==> src/rtl/core/sha1s_pkg.sv <==
// sha1s_pkg: shared types and constants of the streaming SHA-1 hasher.
// No dependencies; sha1s_sched, sha1s_round, the hasher and the testbench import it.
`timescale 1ns / 1ps

package sha1s_pkg;

	typedef logic [31:0] word_t;
	typedef logic [0:4][31:0] chain_t;

	typedef enum logic [2:0] {
		ST_IDLE,
		ST_COMP,
		ST_ADD,
		ST_PAD,
		ST_OUT
	} sha1s_state_t;

	typedef enum logic [1:0] {
		PH_CH,
		PH_PAR1,
		PH_MAJ,
		PH_PAR2
	} sha1s_phase_t;

	// Control from the sequencer to the block buffer and the round unit.
	typedef struct packed {
		logic         shift_byte;
		logic [7:0]   byte_val;
		logic         init_round;
		logic         do_round;
		sha1s_phase_t phase;
	} sha1s_ctl_t;

	localparam chain_t INIT_CHAIN = {
		32'h67452301, 32'hEFCDAB89, 32'h98BADCFE, 32'h10325476, 32'hC3D2E1F0
	};

	localparam word_t K_CH   = 32'h5A827999;
	localparam word_t K_PAR1 = 32'h6ED9EBA1;
	localparam word_t K_MAJ  = 32'h8F1BBCDC;
	localparam word_t K_PAR2 = 32'hCA62C1D6;

	localparam logic [7:0] PAD_MARK   = 8'h80;
	localparam logic [5:0] BLOCK_LAST = 6'd63;
	localparam logic [5:0] LEN_POS    = 6'd56;
	localparam logic [6:0] ROUND_LAST = 7'd79;
	localparam logic [6:0] PAR1_FIRST = 7'd20;
	localparam logic [6:0] MAJ_FIRST  = 7'd40;
	localparam logic [6:0] PAR2_FIRST = 7'd60;

endpackage

==> src/rtl/core/sha1s_msg_if.sv <==
// sha1s_msg_if: message byte channel of the SHA-1 hasher.
// Valid/ready handshake; no dependencies.
`timescale 1ns / 1ps

interface sha1s_msg_if;
	logic       valid;
	logic       ready;
	logic [7:0] data_byte;
	logic       has_byte;
	logic       end_of_message;

	modport source (output valid, output data_byte, output has_byte,
		output end_of_message, input ready);
	modport sink (input valid, input data_byte, input has_byte,
		input end_of_message, output ready);
endinterface

==> src/rtl/core/sha1s_digest_if.sv <==
// sha1s_digest_if: digest result channel of the SHA-1 hasher.
// Valid/ready handshake; no dependencies.
`timescale 1ns / 1ps

interface sha1s_digest_if;
	logic        valid;
	logic        ready;
	logic [31:0] digest_h0;
	logic [31:0] digest_h1;
	logic [31:0] digest_h2;
	logic [31:0] digest_h3;
	logic [31:0] digest_h4;

	modport source (output valid, output digest_h0, output digest_h1,
		output digest_h2, output digest_h3, output digest_h4, input ready);
	modport sink (input valid, input digest_h0, input digest_h1,
		input digest_h2, input digest_h3, input digest_h4, output ready);
endinterface

==> src/rtl/core/sha1s_sched.sv <==
// sha1s_sched: 64-byte block buffer that doubles as the message schedule window.
// Depends on sha1s_pkg.
`timescale 1ns / 1ps

module sha1s_sched
	import sha1s_pkg::*;
(
	input  logic       clk,
	input  sha1s_ctl_t ctl,
	output word_t      w_cur
);

	// Oldest byte sits at the top; the top word is W[t] during the rounds.
	logic [511:0] win_q;
	word_t        w_new;

	function automatic word_t win_word(input logic [511:0] v, input int idx);
		return v[511 - 32 * idx -: 32];
	endfunction

	always_comb begin
		word_t x;
		x = win_word(win_q, 13) ^ win_word(win_q, 8) ^ win_word(win_q, 2) ^
			win_word(win_q, 0);
		w_new = {x[30:0], x[31]};
	end

	assign w_cur = win_word(win_q, 0);

	always_ff @(posedge clk) begin
		if (ctl.shift_byte) begin
			win_q <= {win_q[503:0], ctl.byte_val};
		end else if (ctl.do_round) begin
			win_q <= {win_q[479:0], w_new};
		end
	end

endmodule

==> src/rtl/core/sha1s_round.sv <==
// sha1s_round: shared SHA-1 round datapath, one round per clock.
// Depends on sha1s_pkg.
`timescale 1ns / 1ps

module sha1s_round
	import sha1s_pkg::*;
(
	input  logic       clk,
	input  sha1s_ctl_t ctl,
	input  chain_t     chain,
	input  word_t      w_cur,
	output chain_t     vars
);

	chain_t vars_q;
	word_t  f;
	word_t  k;
	word_t  t;
	word_t  a, b, c, d, e;

	assign a = vars_q[0];
	assign b = vars_q[1];
	assign c = vars_q[2];
	assign d = vars_q[3];
	assign e = vars_q[4];

	always_comb begin
		case (ctl.phase)
			PH_CH: begin
				f = (b & c) | (~b & d);
				k = K_CH;
			end
			PH_PAR1: begin
				f = b ^ c ^ d;
				k = K_PAR1;
			end
			PH_MAJ: begin
				f = (b & c) | (b & d) | (c & d);
				k = K_MAJ;
			end
			default: begin
				f = b ^ c ^ d;
				k = K_PAR2;
			end
		endcase
		t = {a[26:0], a[31:27]} + f + e + k + w_cur;
	end

	always_ff @(posedge clk) begin
		if (ctl.init_round) begin
			vars_q <= chain;
		end else if (ctl.do_round) begin
			vars_q <= {t, a, {b[1:0], b[31:2]}, c, d};
		end
	end

	assign vars = vars_q;

endmodule

==> src/rtl/core/sha1_stream_hasher.sv <==
// Streaming SHA-1 hasher: takes one message beat per cycle while ready, each beat carrying an
// optional byte and an end-of-message flag, and returns the 160-bit digest as five big-endian
// words on the digest channel, then starts over for the next message. The beat that completes
// a 64-byte block starts 80 rounds through the single shared round datapath at one round per
// clock, then ST_ADD folds the result into the chaining words. An end-of-message beat is
// followed by padding bytes written one per clock (9 to 72 of them, one or two more
// compressions) and the ST_OUT state that moves the digest into the output register;
// msg.ready stays low throughout. The digest beat holds in that register until taken while
// the next message streams in; a second finished digest waits, with msg.ready low, until the
// first one is taken. Depends on sha1s_pkg, the two channel interfaces, sha1s_sched and
// sha1s_round.
`timescale 1ns / 1ps

module sha1_stream_hasher
	import sha1s_pkg::*;
(
	input  logic           clk,
	input  logic           arst_n,
	sha1s_msg_if.sink      msg,
	sha1s_digest_if.source digest
);

	sha1s_state_t state_q, state_d;
	sha1s_ctl_t   ctl;
	chain_t       chain_q;
	chain_t       vars;
	chain_t       dig_q;
	word_t        w_cur;
	logic [63:0]  bits_q;
	logic [5:0]   pos_q;
	logic [6:0]   round_q;
	logic         fin_q;
	logic         last_q;
	logic         sent80_q;
	logic         len_ok_q;
	logic         dig_valid_q;
	logic [7:0]   pad_byte;
	logic [2:0]   len_sel;
	logic         msg_acc;
	logic         dig_acc;
	logic         dig_load;

	assign msg.ready = (state_q == ST_IDLE);
	assign msg_acc   = msg.valid && msg.ready;
	assign digest.valid = dig_valid_q;
	assign dig_acc      = digest.valid && digest.ready;
	// output register is free or being emptied this cycle
	assign dig_load     = (state_q == ST_OUT) && (!dig_valid_q || digest.ready);

	assign digest.digest_h0 = dig_q[0];
	assign digest.digest_h1 = dig_q[1];
	assign digest.digest_h2 = dig_q[2];
	assign digest.digest_h3 = dig_q[3];
	assign digest.digest_h4 = dig_q[4];

	// Length goes out big-endian at positions 56..63.
	assign len_sel = 3'd7 - pos_q[2:0];

	always_comb begin
		if (!sent80_q) begin
			pad_byte = PAD_MARK;
		end else if (len_ok_q && pos_q >= LEN_POS) begin
			pad_byte = 8'(bits_q >> {len_sel, 3'b000});
		end else begin
			pad_byte = 8'h00;
		end
	end

	always_comb begin
		state_d        = state_q;
		ctl.shift_byte = 1'b0;
		ctl.byte_val   = 8'h00;
		ctl.init_round = 1'b0;
		ctl.do_round   = 1'b0;
		if (round_q < PAR1_FIRST) begin
			ctl.phase = PH_CH;
		end else if (round_q < MAJ_FIRST) begin
			ctl.phase = PH_PAR1;
		end else if (round_q < PAR2_FIRST) begin
			ctl.phase = PH_MAJ;
		end else begin
			ctl.phase = PH_PAR2;
		end
		case (state_q)
			ST_IDLE: begin
				if (msg.valid) begin
					if (msg.has_byte) begin
						ctl.shift_byte = 1'b1;
						ctl.byte_val   = msg.data_byte;
					end
					if (msg.has_byte && pos_q == BLOCK_LAST) begin
						ctl.init_round = 1'b1;
						state_d        = ST_COMP;
					end else if (msg.end_of_message) begin
						state_d = ST_PAD;
					end
				end
			end
			ST_COMP: begin
				ctl.do_round = 1'b1;
				if (round_q == ROUND_LAST) begin
					state_d = ST_ADD;
				end
			end
			ST_ADD: begin
				if (last_q) begin
					state_d = ST_OUT;
				end else if (fin_q) begin
					state_d = ST_PAD;
				end else begin
					state_d = ST_IDLE;
				end
			end
			ST_PAD: begin
				ctl.shift_byte = 1'b1;
				ctl.byte_val   = pad_byte;
				if (pos_q == BLOCK_LAST) begin
					ctl.init_round = 1'b1;
					state_d        = ST_COMP;
				end
			end
			ST_OUT: begin
				if (dig_load) begin
					state_d = ST_IDLE;
				end
			end
			default: begin
				state_d = ST_IDLE;
			end
		endcase
	end

	always_ff @(posedge clk or negedge arst_n) begin
		if (!arst_n) begin
			state_q <= ST_IDLE;
		end else begin
			state_q <= state_d;
		end
	end

	always_ff @(posedge clk or negedge arst_n) begin
		if (!arst_n) begin
			chain_q     <= INIT_CHAIN;
			dig_q       <= '0;
			dig_valid_q <= 1'b0;
			bits_q      <= '0;
			pos_q       <= '0;
			round_q     <= '0;
			fin_q       <= 1'b0;
			last_q      <= 1'b0;
			sent80_q    <= 1'b0;
			len_ok_q    <= 1'b0;
		end else begin
			if (msg_acc) begin
				fin_q    <= msg.end_of_message;
				last_q   <= 1'b0;
				sent80_q <= 1'b0;
				len_ok_q <= 1'b0;
				if (msg.has_byte) begin
					bits_q <= bits_q + 64'd8;
				end
			end
			if (ctl.shift_byte) begin
				pos_q <= pos_q + 6'd1;
			end
			if (state_q == ST_PAD) begin
				if (!sent80_q) begin
					sent80_q <= 1'b1;
					if (pos_q < LEN_POS) begin
						len_ok_q <= 1'b1;
					end
				end
				// marker landed at byte 56 or later: length goes in the next block
				if (pos_q == BLOCK_LAST) begin
					len_ok_q <= 1'b1;
				end
				if (sent80_q && len_ok_q && pos_q == BLOCK_LAST) begin
					last_q <= 1'b1;
				end
			end
			if (ctl.init_round) begin
				round_q <= '0;
			end else if (ctl.do_round) begin
				round_q <= round_q + 7'd1;
			end
			if (state_q == ST_ADD) begin
				for (int i = 0; i < 5; i++) begin
					chain_q[i] <= chain_q[i] + vars[i];
				end
			end
			if (dig_load) begin
				dig_q       <= chain_q;
				dig_valid_q <= 1'b1;
				chain_q     <= INIT_CHAIN;
				bits_q      <= '0;
				fin_q       <= 1'b0;
				last_q      <= 1'b0;
			end else if (dig_acc) begin
				dig_valid_q <= 1'b0;
			end
		end
	end

	sha1s_sched u_sched (
		.clk   (clk),
		.ctl   (ctl),
		.w_cur (w_cur)
	);

	sha1s_round u_round (
		.clk   (clk),
		.ctl   (ctl),
		.chain (chain_q),
		.w_cur (w_cur),
		.vars  (vars)
	);

	a_digest_hold: assert property (@(posedge clk) disable iff (!arst_n)
		(digest.valid && !digest.ready) |=> (digest.valid && $stable(dig_q)))
		else $error("digest beat dropped or changed while held");

	a_round_step: assert property (@(posedge clk) disable iff (!arst_n)
		(state_q == ST_COMP && round_q != ROUND_LAST) |=> round_q == $past(round_q) + 7'd1)
		else $error("round counter skipped");

	a_block_aligned: assert property (@(posedge clk) disable iff (!arst_n)
		ctl.init_round |=> (pos_q == 6'd0 && state_q == ST_COMP))
		else $error("compression started on partial block");

	a_fresh_message: assert property (@(posedge clk) disable iff (!arst_n)
		dig_load |=> (bits_q == 64'd0 && pos_q == 6'd0 && state_q == ST_IDLE))
		else $error("state not cleared after digest");

endmodule

==> src/flat_wrapper.sv <==
// flat-port wrapper written by rule: the top's interface ports become plain ports
module sha1_stream_hasher_flat import sha1s_pkg::*;
  (clk, arst_n, msg_valid, msg_data_byte, msg_has_byte, msg_end_of_message, msg_ready, digest_valid, digest_digest_h0, digest_digest_h1, digest_digest_h2, digest_digest_h3, digest_digest_h4, digest_ready);
  sha1s_msg_if msg_i ();
  sha1s_digest_if digest_i ();
  input  logic clk;
  input  logic arst_n;
  input wire logic [$bits(msg_i.valid)-1:0] msg_valid;
  input wire logic [$bits(msg_i.data_byte)-1:0] msg_data_byte;
  input wire logic [$bits(msg_i.has_byte)-1:0] msg_has_byte;
  input wire logic [$bits(msg_i.end_of_message)-1:0] msg_end_of_message;
  output wire logic [$bits(msg_i.ready)-1:0] msg_ready;
  output wire logic [$bits(digest_i.valid)-1:0] digest_valid;
  output wire logic [$bits(digest_i.digest_h0)-1:0] digest_digest_h0;
  output wire logic [$bits(digest_i.digest_h1)-1:0] digest_digest_h1;
  output wire logic [$bits(digest_i.digest_h2)-1:0] digest_digest_h2;
  output wire logic [$bits(digest_i.digest_h3)-1:0] digest_digest_h3;
  output wire logic [$bits(digest_i.digest_h4)-1:0] digest_digest_h4;
  input wire logic [$bits(digest_i.ready)-1:0] digest_ready;
  assign msg_i.valid = msg_valid;
  assign msg_i.data_byte = msg_data_byte;
  assign msg_i.has_byte = msg_has_byte;
  assign msg_i.end_of_message = msg_end_of_message;
  assign msg_ready = msg_i.ready;
  assign digest_valid = digest_i.valid;
  assign digest_digest_h0 = digest_i.digest_h0;
  assign digest_digest_h1 = digest_i.digest_h1;
  assign digest_digest_h2 = digest_i.digest_h2;
  assign digest_digest_h3 = digest_i.digest_h3;
  assign digest_digest_h4 = digest_i.digest_h4;
  assign digest_i.ready = digest_ready;
  sha1_stream_hasher u_core (.clk(clk), .arst_n(arst_n), .msg(msg_i), .digest(digest_i));
endmodule
==> config.mk <==
export PLATFORM = sky130hd
export DESIGN_NAME = sha1_stream_hasher_flat
export DESIGN_NICKNAME = d
export VERILOG_FILES = /design/src/rtl/core/sha1s_pkg.sv /design/src/rtl/core/sha1s_msg_if.sv /design/src/rtl/core/sha1s_digest_if.sv /design/src/rtl/core/sha1s_sched.sv /design/src/rtl/core/sha1s_round.sv /design/src/rtl/core/sha1_stream_hasher.sv /design/src/flat_wrapper.sv
export SDC_FILE = /design/constraint.sdc
export NUM_CORES = 2
export LEC_CHECK = 0
export ABC_AREA = 1
export BUFFER_PORTS_ARGS = -buffer_cell sky130_fd_sc_hd__buf_2
export CORE_MARGIN = 5
export CORE_UTILIZATION = 58
export DETAILED_ROUTE_END_ITERATION = 6
export PLACE_DENSITY = 0.74
export SLEW_MARGIN = 40
export SYNTH_ARGS = -nofsm -noshare
export SYNTH_HDL_FRONTEND = slang
export SYNTH_SLANG_ARGS = --single-unit
==> constraint.sdc <==
create_clock -name clk -period 23.8 [get_ports clk]
set_clock_uncertainty 0.15 [all_clocks]
set_input_delay 4.76 -clock clk [delete_from_list [all_inputs] [get_ports clk]]
set_output_delay 4.76 -clock clk [all_outputs]
set_load 0.01 [all_outputs]
# Yosys cells after proc, flatten, opt, wreduce, memory -nomap -nowiden
# Cells that the tools add are included.
# word_totals
inputBits	14
ff_bits	1077
output_inout_bits	162
wordCells	138
# op_classes
bitwise	13
shift	1
n_eq_ne	13
order_cmp	5
n_mux	49
addsub	13
reduce_logical	19
# op_table
op	count
2-to-1 mux 512 bit	2
2-to-1 mux 160 bit	4
adder 32 bit	9
2-to-1 mux 64 bit	3
XOR 32 bit	5
bitwise AND 32 bit	4
bitwise OR 32 bit	3
case mux 32 bit (3 select lines)	1
adder 64 x 4 -> 64 bit (second input constant)	1
case mux 32 bit (2 select lines)	1
>> shifter 64 x 6 -> 8 bit	1
inverter 32 bit	1
2-to-1 mux 3 bit	7
2-to-1 mux 1 bit	20
case mux 10 bit (2 select lines)	1
2-to-1 mux 8 bit	2
case mux 3 bit (5 select lines)	1
less-than comparator 7 x 6 -> 1 bit (second input constant)	2
2-to-1 mux 7 bit	2
nonzero test 2 bit	6
2-to-1 mux 10 bit	1
2-to-1 mux 9 bit	1
adder 7 x 1 -> 7 bit (second input constant)	1
== test 7 bit (second input constant)	1
other kinds (22)	33

# Logic depth before layout (Yosys ltp)
# depth
depth_word	12
mapped_depth	28
depth_no_buf	27

# Hierarchy
# Synthesis repeated with hierarchy kept, for this count alone.
# unflattened
hier_cells	8849
hier_area_um2	66740.3
# by_module_without_submodules
module	seq_area_each_um2	cells_per_inst	n_inst	area_per_inst_um2
sha1_stream_hasher	10159.7	4711	1	29739.8
sha1s_sched	15374.7	2557	1	23892.9
sha1s_round	4804.6	1581	1	13107.6

# Worst setup path before layout
# No wires, ideal clock.
# synth_timing
kind	input to register
from	in msg_valid
to	reg u_core.u_sched.win_q[0], enable pin
t_arrival_ns	13.855
required_ns	19.986
path_buffers	2
path_stages	8
setup_ns	3.664
slack_ns	6.131
path_cell_list	inv_1 > nor2_4 > nand2_4 > nand2_2 > inv_4 > buf_2 > buf_2 > nand2_1
# synth_via
elab_chain_len	3
# synth_rtl
item	line_no	source
from (decl)	flat_wrapper.sv:8	input wire logic [$bits(msg_i.valid)-1:0] msg_valid;
2-to-1 mux 10 bit	sha1_stream_hasher.sv:86	if (msg.valid) begin
case mux 10 bit (2 select lines)	sha1_stream_hasher.sv:84	case (state_q)
nonzero test 2 bit (no source line)	-	
to (signal assigned)	sha1s_sched.sv:32	win_q <= {win_q[503:0], ctl.byte_val};
to (signal assigned)	sha1s_sched.sv:34	win_q <= {win_q[479:0], w_new};
to (decl)	sha1s_sched.sv:14	logic [511:0] win_q;
# Every way passes these cells.
# A chain may end at the register's enable or synchronous reset.

# Worst setup path in the final report
# layout_timing
from	in msg_valid
to	reg u_core.u_round.vars_q, in the netlist u_core.u_round.c[1], enable pin
# layout_via
elab_chain_len	3
# layout_rtl
item	line_no	source
2-to-1 mux 10 bit	sha1_stream_hasher.sv:86	
case mux 10 bit (2 select lines)	sha1_stream_hasher.sv:84	
nonzero test 2 bit (no source line)	-	
to (signal assigned)	sha1s_round.sv:51	vars_q <= chain;
to (signal assigned)	sha1s_round.sv:53	vars_q <= {t, a, {b[1:0], b[31:2]}, c, d};
to (decl)	sha1s_round.sv:15	chain_t vars_q;
# Every way passes these cells.

==> metrics.md <==
| Metric | Value |
|---|---|
| Die Ht | 340 um |
| Routed wire length | 201 mm |
| Clock tree buffer depth | 3 |
| Critical path origin | msg_valid |
| Post-synth top area share | 31.9% |
| Hold_ws | 0.324 ns |
| Htree depth | 3 |
| Global Route Usage Sum | 33.9% |
| Crit path launch type | primary input |
| Non-Filler Instances | 9,385 |
| GR Util met3 | 5.71% |
| CTS root buf | clkbuf_16 |
| DR WL/cell | 21.4 um |
| Ys async rst share | 37.4% |
| Drt via density | 5.76 |
| Cts bufs inserted | 115 |
| Initial antenna violation count | 3 |
| Post-Syn Area per Cell | 8.11 um2 |
| Post-synth EDFFs | 672 |
| Clk Latency, worst-skew pair | 0.73 ns |
| Seq/Total Area, Yosys | 48.0% |
| Max_slew headroom | 41.1% |
| Unrepaired setup endpoints after global routing | no |
| Fraction of layout cells with a size suffix above 1 | 6.39% |
| Final ANT Viol Nets | 0 |
| Synth unique cells | 56 |
| Post-Syn Instances | 7,790 |
| First-pass GRT wire length | 303 mm |
| Commonest non-fill, non-tap cell in the layout | nand2_1 |
| Footprint of the multi-input gates | 28,100 um2 |
| Critical path capture point type | flip-flop |
| Core area | 109,000 um2 |
| Total gr overflow | 0 |
| Met2 usage | 53.0% |
| Cell Area, Synth | 63,200 um2 |
| Reg-to-reg slack, setup | 16.68 ns |
| Top cells by area, synth | edfxtp_1, nand2_1, dfrtp_1 |
| Largest net degree at the start of global routing | 229 |
| 1st-iter DRT viols | 5,993 |
| Fin. max-slew vios | 0 |
| Setup violators final | 0 |
| Port buffer count | 175 |
| Commonest non-fill, non-tap cells in the layout | nand2_1, inv_1, o21ai_0 |
| Routed vias | 54.1k |
| TritonCTS clock tree | built |
| Post-Place Cells | 9,157 |
| DIE AREA | 116,000 um2 |
| Fmax | 121 MHz |
| Final setup TNS | 0 ns |
| Post_cts resized | 0 |
| DP HPWL | 148 mm |
| CTS Hold Bufs | 0 |
| Final Net Count | 8,202 |
| Pre-CTS WS | 14.84 ns |
| Grt peak-use layer | met2 |
| R2R Path End | u_core.u_round.a[27] |
| Worst setup path endpoint | u_core.u_round.c[1] |
| Final period util | 34.6% |
| Slew @ Worst Pin | 0.878 ns |
| Drt pass-1 iters | 7 |
| Failing checks | design-rule violations |
| Hold path startpoint | u_core.digest.digest_h1[27] |
| Hold depth | 2 |
| Final hold viol count | 0 |
| Dominant synthesized flop cell | edfxtp_1 |
| Synth area leader | edfxtp_1 |
| Max-cap violations | 0 |
| Vias in the first global route | 50.5k |
| CP max FO | 205 |
| Area growth from synthesis to layout | 9.63% |
| Storage element area | 30,300 um2 |
| I/O pins | 176 |
| Initial Utilization | 58.2% |
| Post-CTS setup buffer count | 0 |
| Global Route met1 Usage | 47.6% |
| Hold Crit Class | reg -> reg |
| Critical Path RT | 24.01 ns |
| Post-route setup slack | 15.57 ns |
| Outcome | complete, but fails checks |
| Clock-pin transition on the worst setup and hold timing paths | 0.06 ns |
| Crit path time final | 8.23 ns |
| # fillers | 9,414 |
| Crit Path Class | in -> reg |
| Rows | 121 |
| Drt drc | 1 |
| R2R depth | 27 |
| Worst r2r src | u_core.round_q[4] |
| Sink Count | 1,074 |
| Synthesis warning total | 0 |
| Worst EP arrival | 8.44 ns |
| Post-Syn Nets | 8,128 |
| Routability Congestion | 1.03 |
| Synth Register Bits | 1,074 |
| Die W | 340 um |
-- cell usage after synthesis, types with 6 or more instances --
cell type and count:
or2_2 10, a31oi_1 6, o22ai_1 21, a221oi_1 15, nor4_1 10, a22oi_1 13
o211ai_1 25, ha_1 199, nand3_1 353, xnor2_1 114, buf_2 75, a21boi_0 16
buf_1 13, o21a_1 12, xor2_1 42, nor3_1 77, fa_1 125, edfxtp_1 672
buf_4 8, o21ai_1 46, buf_6 10, a21oi_1 295, nand2b_1 12, nand3b_1 11
nand2_1 2768, dfrtp_1 322, nand4_1 81, and3_1 9, o21bai_1 27, nor2_1 439
clkbuf_1 152, inv_1 980, dfstp_2 80, o21ai_0 700
-- worst max-delay path, stage by stage --
cell	delay [ns]
buf_2	0.09
inv_1	0.09
nor2_4	0.17
nand2_4	0.15
nand2_8	0.43
inv_16	0.30
nor2_8	0.65
nor2_1	0.25
clkinv_8	0.39
buf_4	0.69
-- metrics by stage --
stage | utilization, % | cell area (um2)
floorplan | - | 63200
global placement | 60.0 | 65100
detailed placement | 60.1 | 65200
CTS | 63.7 | 69100
global route | 63.8 | 69300
finish | 63.8 | 69300
-- registers in the layout, indices dropped and copies added (netlist names), 3 cells and up --
signal                   count
u_core.round_q               7
u_core.u_round.e            32
u_core.u_round.c            32
u_core.digest.digest_h1     32
u_core.bits_q               61
u_core.digest.digest_h4     32
u_core.digest.digest_h0     32
u_core.digest.digest_h3     32
u_core.u_round.d            32
u_core.pos_q                 6
u_core.chain_q             160
u_core.u_sched.win_q       512
u_core.u_round.b            32
u_core.state_q               3
u_core.u_round.a            32
u_core.digest.digest_h2     32
-- cell families (layout without fill, tap and decap cells) --
group / count (synthesis) / count (layout) / synth area share [%]
and+or+nand+nor: 3792 / 3792 / 24.1
buffers and inverters: 1246 / 1421 / 7.72
AOI/OAI and AO/OA: 1198 / 1198 / 10.1
DFF: 1074 / 1074 / 48.0
adders and majority gates: 324 / 324 / 7.90
xor gates and xnor gates: 156 / 156 / 2.16
other: 0 / 6 / 0
-- how the worst min path moves through the flow --
| stage | slack [ns] | endpoint |
|---|---|---|
| final | 0.32 | u_core.digest.digest_h1[27] |
| after global routing | 0.35 | u_core.digest.digest_h2[20] |
| after CTS | 0.33 | u_core.digest.digest_h1[27] |
| after detailed placement | 0.32 | u_core.digest.digest_h3[16] |
| after global placement | 0.31 | u_core.digest.digest_h4[15] |
| after floorplan | 0.30 | u_core.pos_q[5] |
-- layer usage --
metal / vias to the layer above / wire length, um
met5: - / 0
met4: 0 / 9970
met3: 475 / 17200
met2: 2339 / 90300
met1: 25800 / 83200
li1: 25400 / -
-- final cells by class --
type	count	share of cell area, %
antenna	6	0.0217
clock buffer	158	4.71
timing repair buffer	216	2.12
inverter	987	5.40
tap	1414	2.55
sequential	1074	43.8
multi-input combinational	5470	40.5
clock inverter	60	0.923
Power is left out: the tool's default activity adds up to more than one toggle a clock period on the data nets, which glitch-free logic cannot reach.
